**config.mk**
```make
export PLATFORM = sky130hd
export DESIGN_NAME = rbi_skid
export DESIGN_NICKNAME = d
export VERILOG_FILES = /design/src/rtl/rbi_pkg.sv /design/src/rtl/rbi_skid.sv
export SDC_FILE = /design/constraint.sdc
export NUM_CORES = 1
export LEC_CHECK = 0
export BUFFER_PORTS_ARGS = -buffer_cell sky130_fd_sc_hd__buf_2
export CORE_AREA = 2 2 120 122
export CTS_BUF_LIST = sky130_fd_sc_hd__clkbuf_8 sky130_fd_sc_hd__clkbuf_16
export DETAILED_ROUTE_END_ITERATION = 12
export DIE_AREA = 0 0 122 124
export GPL_ROUTABILITY_DRIVEN = 0
export PLACE_DENSITY_LB_ADDON = 0.25
export SETUP_SLACK_MARGIN = 0.2
export SYNTH_ARGS = -nofsm -noshare
export SYNTH_HDL_FRONTEND = slang
export SYNTH_SLANG_ARGS = --single-unit
```
**constraint.sdc**
```tcl
create_clock -name clk -period 30 [get_ports clk]
set_input_delay 3 -clock clk [delete_from_list [all_inputs] [get_ports clk]]
set_output_delay 3 -clock clk [all_outputs]
set_load 0.01 [all_outputs]
```
**src/rtl/rbi_pkg.sv**
```systemverilog
// Shared widths, payload types and arithmetic helpers for the ray box intersection pipeline.
`default_nettype none
package rbi_pkg;

  // Coordinate format.
  localparam int CW = 32;
  localparam int FB = 16;

  // Derived widths: direction, time numerator, cross product.
  localparam int DW = CW + 1;
  localparam int NW = CW + 2;
  localparam int PW = NW + DW;
  localparam int HS = (NW + 1) / 2;
  localparam int TS = CW / 2;
  localparam int QW = DW + CW;
  localparam int QB = CW - 1;
  localparam int SH = CW - 1 - FB;
  localparam int SW = (DW + SH > NW) ? DW + SH : NW;

  // Stream widths.
  localparam int IN_W  = ((6 * CW + 2 * (CW - 1)) + 7) / 8 * 8;
  localparam int OUT_W = ((3 * CW + 4) + 7) / 8 * 8;

  // Sign codes of a rational compare and of a face normal.
  localparam logic signed [1:0] SGN_POS  = 2'sb01;
  localparam logic signed [1:0] SGN_NEG  = 2'sb11;
  localparam logic signed [1:0] SGN_ZERO = 2'sb00;

  typedef struct packed {
    logic signed [CW-1:0] sx;
    logic signed [CW-1:0] sy;
    logic signed [CW-1:0] ex;
    logic signed [CW-1:0] ey;
    logic signed [CW-1:0] bl;
    logic signed [CW-1:0] bt;
    logic [CW-2:0]        bw;
    logic [CW-2:0]        bh;
  } req_t;

  typedef struct packed {
    logic signed [DW-1:0] d;
    logic signed [NW-1:0] a;
    logic signed [NW-1:0] b;
  } raw_t;

  typedef struct packed {
    logic                 free;
    logic                 ok;
    logic signed [NW-1:0] nn;
    logic signed [NW-1:0] fn;
    logic [NW-1:0]        mn;
    logic [NW-1:0]        mf;
    logic [DW-1:0]        den;
    logic signed [1:0]    normal;
  } axis_t;

  typedef struct packed {
    logic signed [CW-1:0] sx;
    logic signed [CW-1:0] sy;
    logic [DW-1:0]        dxm;
    logic [DW-1:0]        dym;
    logic                 dxn;
    logic                 dyn;
  } seg_t;

  typedef struct packed {
    logic              hit;
    logic signed [1:0] nx;
    logic signed [1:0] ny;
  } flags_t;

  typedef struct packed {
    logic [NW-1:0] mag;
    logic [DW-1:0] den;
    logic          neg;
    logic          sat;
    seg_t          seg;
    flags_t        fl;
  } div_in_t;

  typedef struct packed {
    logic [QB-1:0] q;
    logic          neg;
    logic          sat;
    seg_t          seg;
    flags_t        fl;
  } quo_t;

  typedef struct packed {
    logic              hit;
    logic signed [CW-1:0] et;
    logic signed [CW-1:0] hx;
    logic signed [CW-1:0] hy;
    logic signed [1:0] nx;
    logic signed [1:0] ny;
  } res_t;

  typedef struct packed {
    logic [2*HS-1:0] ll;
    logic [2*HS-1:0] lh;
    logic [2*HS-1:0] hl;
    logic [2*HS-1:0] hh;
  } pp_t;

  // Four narrow partial products of a magnitude times a denominator.
  function automatic pp_t mul_split(logic [NW-1:0] a, logic [DW-1:0] b);
    pp_t r;
    r.ll = (2*HS)'(a[HS-1:0])  * (2*HS)'(b[HS-1:0]);
    r.lh = (2*HS)'(a[HS-1:0])  * (2*HS)'(b[DW-1:HS]);
    r.hl = (2*HS)'(a[NW-1:HS]) * (2*HS)'(b[HS-1:0]);
    r.hh = (2*HS)'(a[NW-1:HS]) * (2*HS)'(b[DW-1:HS]);
    return r;
  endfunction

  function automatic logic [PW-1:0] pp_sum(pp_t p);
    return PW'(p.ll) + (PW'(p.lh) << HS) + (PW'(p.hl) << HS) + (PW'(p.hh) << (2 * HS));
  endfunction

  // Sign of n1/d1 - n2/d2 given the numerator signs and the magnitudes of the cross products.
  function automatic logic signed [1:0] rcmp(logic neg1, logic zero1, logic [PW-1:0] p1,
                                             logic neg2, logic zero2, logic [PW-1:0] p2);
    logic signed [1:0] s1;
    logic signed [1:0] s2;
    logic signed [1:0] c;
    s1 = zero1 ? SGN_ZERO : (neg1 ? SGN_NEG : SGN_POS);
    s2 = zero2 ? SGN_ZERO : (neg2 ? SGN_NEG : SGN_POS);
    c  = (p1 > p2) ? SGN_POS : ((p1 < p2) ? SGN_NEG : SGN_ZERO);
    if (s1 != s2) begin
      return (s1 > s2) ? SGN_POS : SGN_NEG;
    end
    if (s1 == SGN_ZERO) begin
      return SGN_ZERO;
    end
    return (s1 == SGN_POS) ? c : -c;
  endfunction

endpackage
`default_nettype wire

```
**src/rtl/rbi_skid.sv**
```systemverilog
// Output register with a skid entry so the pipeline keeps moving while a result waits, until the skid entry fills.
`default_nettype none
module rbi_skid (
  input  wire logic          clk,
  input  wire logic          rst,
  input  wire logic          in_vld,
  input  wire rbi_pkg::res_t din,
  output logic               in_ready,
  output logic               out_vld,
  input  wire logic          out_ready,
  output rbi_pkg::res_t      dout
);

  logic          skid_vld;
  rbi_pkg::res_t skid;
  logic          take;

  assign in_ready = !skid_vld;
  assign take = in_vld && !skid_vld;

  always_ff @(posedge clk) begin
    if (rst) begin
      out_vld <= 1'b0;
      skid_vld <= 1'b0;
    end else if (!out_vld || out_ready) begin
      if (skid_vld) begin
        out_vld <= 1'b1;
        skid_vld <= 1'b0;
      end else begin
        out_vld <= take;
      end
    end else if (take) begin
      skid_vld <= 1'b1;
    end
  end

  always_ff @(posedge clk) begin
    if (!out_vld || out_ready) begin
      dout <= skid_vld ? skid : din;
    end else if (take) begin
      skid <= din;
    end
  end

endmodule
`default_nettype wire

```
==> impl_metrics.yaml <==
critical_path:
  cp_slowest_stage_delay_ns: 0.77
  critPathLaunchType: "input port"
  cp_cell_sequence: "buf_2 -> nand2b_4 -> nor3b_2 -> buf_4"
  crit_type: "input port to flop"
  crit_start: "out_ready"
  rr_startpoint: "skid_vld"
  cp_data_arrival_time_ns: 4.59
  crit_fanout: 75
  cp-end-kind: "flop"
  cp.required_ns: 30.10
  crit_family: "buffers and inverters"
  cpMaxStageDelayCell: "buf_4"
  crit_buf_inv: 2
timing:
  fin_skew_ns: 0.005610
  post-route-min-period_ns: 4.497
  relSlewSlack_pct: 29.68
  rsz0062_at_grt: "false"
  max_slew.worst_pin.slew_ns: 1.055
  maxSlewViolCount: 0
  setup_viol: 0
  hold_viol_final: 0
  fmax_mhz: 222.4
  whs_ns: 0.5466
  setup_tns_ns: 0
  period_share_pct: 14.99
floorplan:
  core_mm2: 0.01372
  die_h_um: 124
  initial_core_util_pct: 55.41
  fp-row-count: 43
  die-area_mm2: 0.01513
  num_io_pins: 208
  die-width_um: 122
logic_synthesis:
  synthCells: 323
  synthMuxAreaShare_pct: 17.77
  synth_compound_area_share_pct: 0.06583
  yosys.area_share.adder_pct: 0
  ys_ff_latch: 204
  syn_area_mm2: 0.007602
  ys_types: 13
  synth_top_family_by_area: "multiplexers"
  seq_area_frac_synth_pct: 80.32
  yosys_warnings: 0
  synthSimpleGateAreaFrac_pct: 0.2962
  synth_nets: 428
  syn_avg_cell_area_um2: 23.54
  synth_xor_area_share_pct: 0
drt:
  drc: 0
  wl_um: 13690
  dr.pass1.iters: 4
  drt-initial-drc-count: 289
  postRouteAntennaNets: 0
  via_count: 3772
  avgViaCountPerCell: 5.090
  routedWlPerCell_um: 18.48
clock_network:
  cts_sinks: 204
  clockBufferDepth: 3
  cts-root-buf: "clkbuf_16"
  clk_latency_ns: 0.48
  cts_tree: "done"
  hold_buffers: 0
  cts_made_buffers: 21
  h-tree-depth: 1
  cts_resized: 0
  postCtsSetupBuffers: 0
  path_clk_slew_ns: 0.06
final_layout:
  regArea_mm2: 0.006110
  nets: 650
  syn2layout_area_growth_pct: 24.64
  multi_input_area_mm2: 0.001391
  fill_cells: 919
  drive_above_1_share_pct: 61.96
pwr:
  power_density_mw_per_mm2: 66.08
  ir_worst_vdd_v: 0.00004970
  p_leak_nw: 3.737
global_routing:
  grt_pass1_vias: 3813
  track_usage_pct: 17.36
  grt-ovfl-total: 0
  grt_max_degree: 76
  grt_pass1_wl_um: 20060
  grt_antenna_before_repair: 2
run_status:
  status: "finished clean"
worst_hold_path:
  min_from: "skid[67]"
  min_path_type: "flop to flop"
placed_design:
  dp_hpwl_um: 9100
  portBuffers: 207
run:
  maxCapViolCount: 0
layout make-up:
| type | instances | share of cell area [%] |
|---|---|---|
| Sequential cell | 204 | 64.48 |
| Inverter | 1 | 0.03961 |
| Tap cell | 180 | 2.377 |
| Clock inverter | 15 | 1.307 |
| Timing Repair Buffer | 211 | 11.25 |
| Clock buffer | 23 | 5.837 |
| Multi-Input combinational cell | 106 | 14.68 |
| Antenna cell | 1 | 0.02641 |
synth_stat cells (all sizes together):
| library cell | number | area (um2) |
|---|---|---|
| nor2 | 1 | 3.750 |
| nand2b | 1 | 6.260 |
| nor3b | 1 | 7.510 |
| buf | 12 | 113.9 |
| nor3 | 1 | 5.000 |
| a21oi | 1 | 5.000 |
| edfxtp | 202 | 6066 |
| inv | 1 | 3.750 |
| dfxtp | 2 | 40.04 |
| mux2 | 101 | 1351 |
placed cells by master (no fill, tap or decap), types with 2 or more instances in the layout:
cell type	n
edfxtp_1	202
bufinv_16	2
mux2_4	57
buf_2	207
buf_4	4
inv_1	7
clkbuf_16	21
clkbuf_8	2
mux2_2	44
clkinv_2	5
metal layers:
layer  vias up  wire length, um  GRT usage, %
li1       1735                -             -
met1      1843             5662         23.54
met2       169             6346         26.99
met3        23             1473         6.410
met4         2              193         4.382
met5         -               13             0
state kept, by name, indices dropped and copies added, names as in the netlist:
register and count:
skid_vld 1, skid 101, dout 101, out_vld 1
worst paths after layout:
path              endpoint  slack [ns]  cells past startpoint
setup reg to reg  dout[98]       27.61                      2
hold / removal    dout[67]        0.55                      1
hold reg to reg   dout[67]        0.55                      1
setup / recovery  skid[99]       25.50                      4
per-stage QoR:
| step | setup slack, ns | area (um2) | util [%] | power, mW | std cells |
|---|---|---|---|---|---|
| floorplan | 16.25 | 7602 | - | 0.3620 | 323 |
| global placement | 25.08 | 8796 | 64.11 | 0.3816 | 702 |
| detailed placement | 25.01 | 8796 | 64.11 | 0.3834 | 702 |
| CTS | 25.47 | 9473 | 69.05 | 0.6335 | 740 |
| global route | 25.38 | 9475 | 69.07 | 0.6471 | 741 |
| finish | 25.50 | 9475 | 69.07 | 0.6262 | 741 |
logic make-up (layout without fill, tap and decap cells):
family,count (synthesis),after routing
flops,204,204
compound gates,1,1
other cells,0,1
mux,101,101
simple gates,4,4
buf+inv,13,250
where the power goes:
| part | total (mW) | internal, mW | switching (mW) |
|---|---|---|---|
| sequential | 0.334 | 0.330 | 0.00449 |
| combinational | 0.0426 | 0.0214 | 0.0212 |
| clock | 0.249 | 0.150 | 0.0995 |
Note: power is estimated with default switching activity, not from simulation.
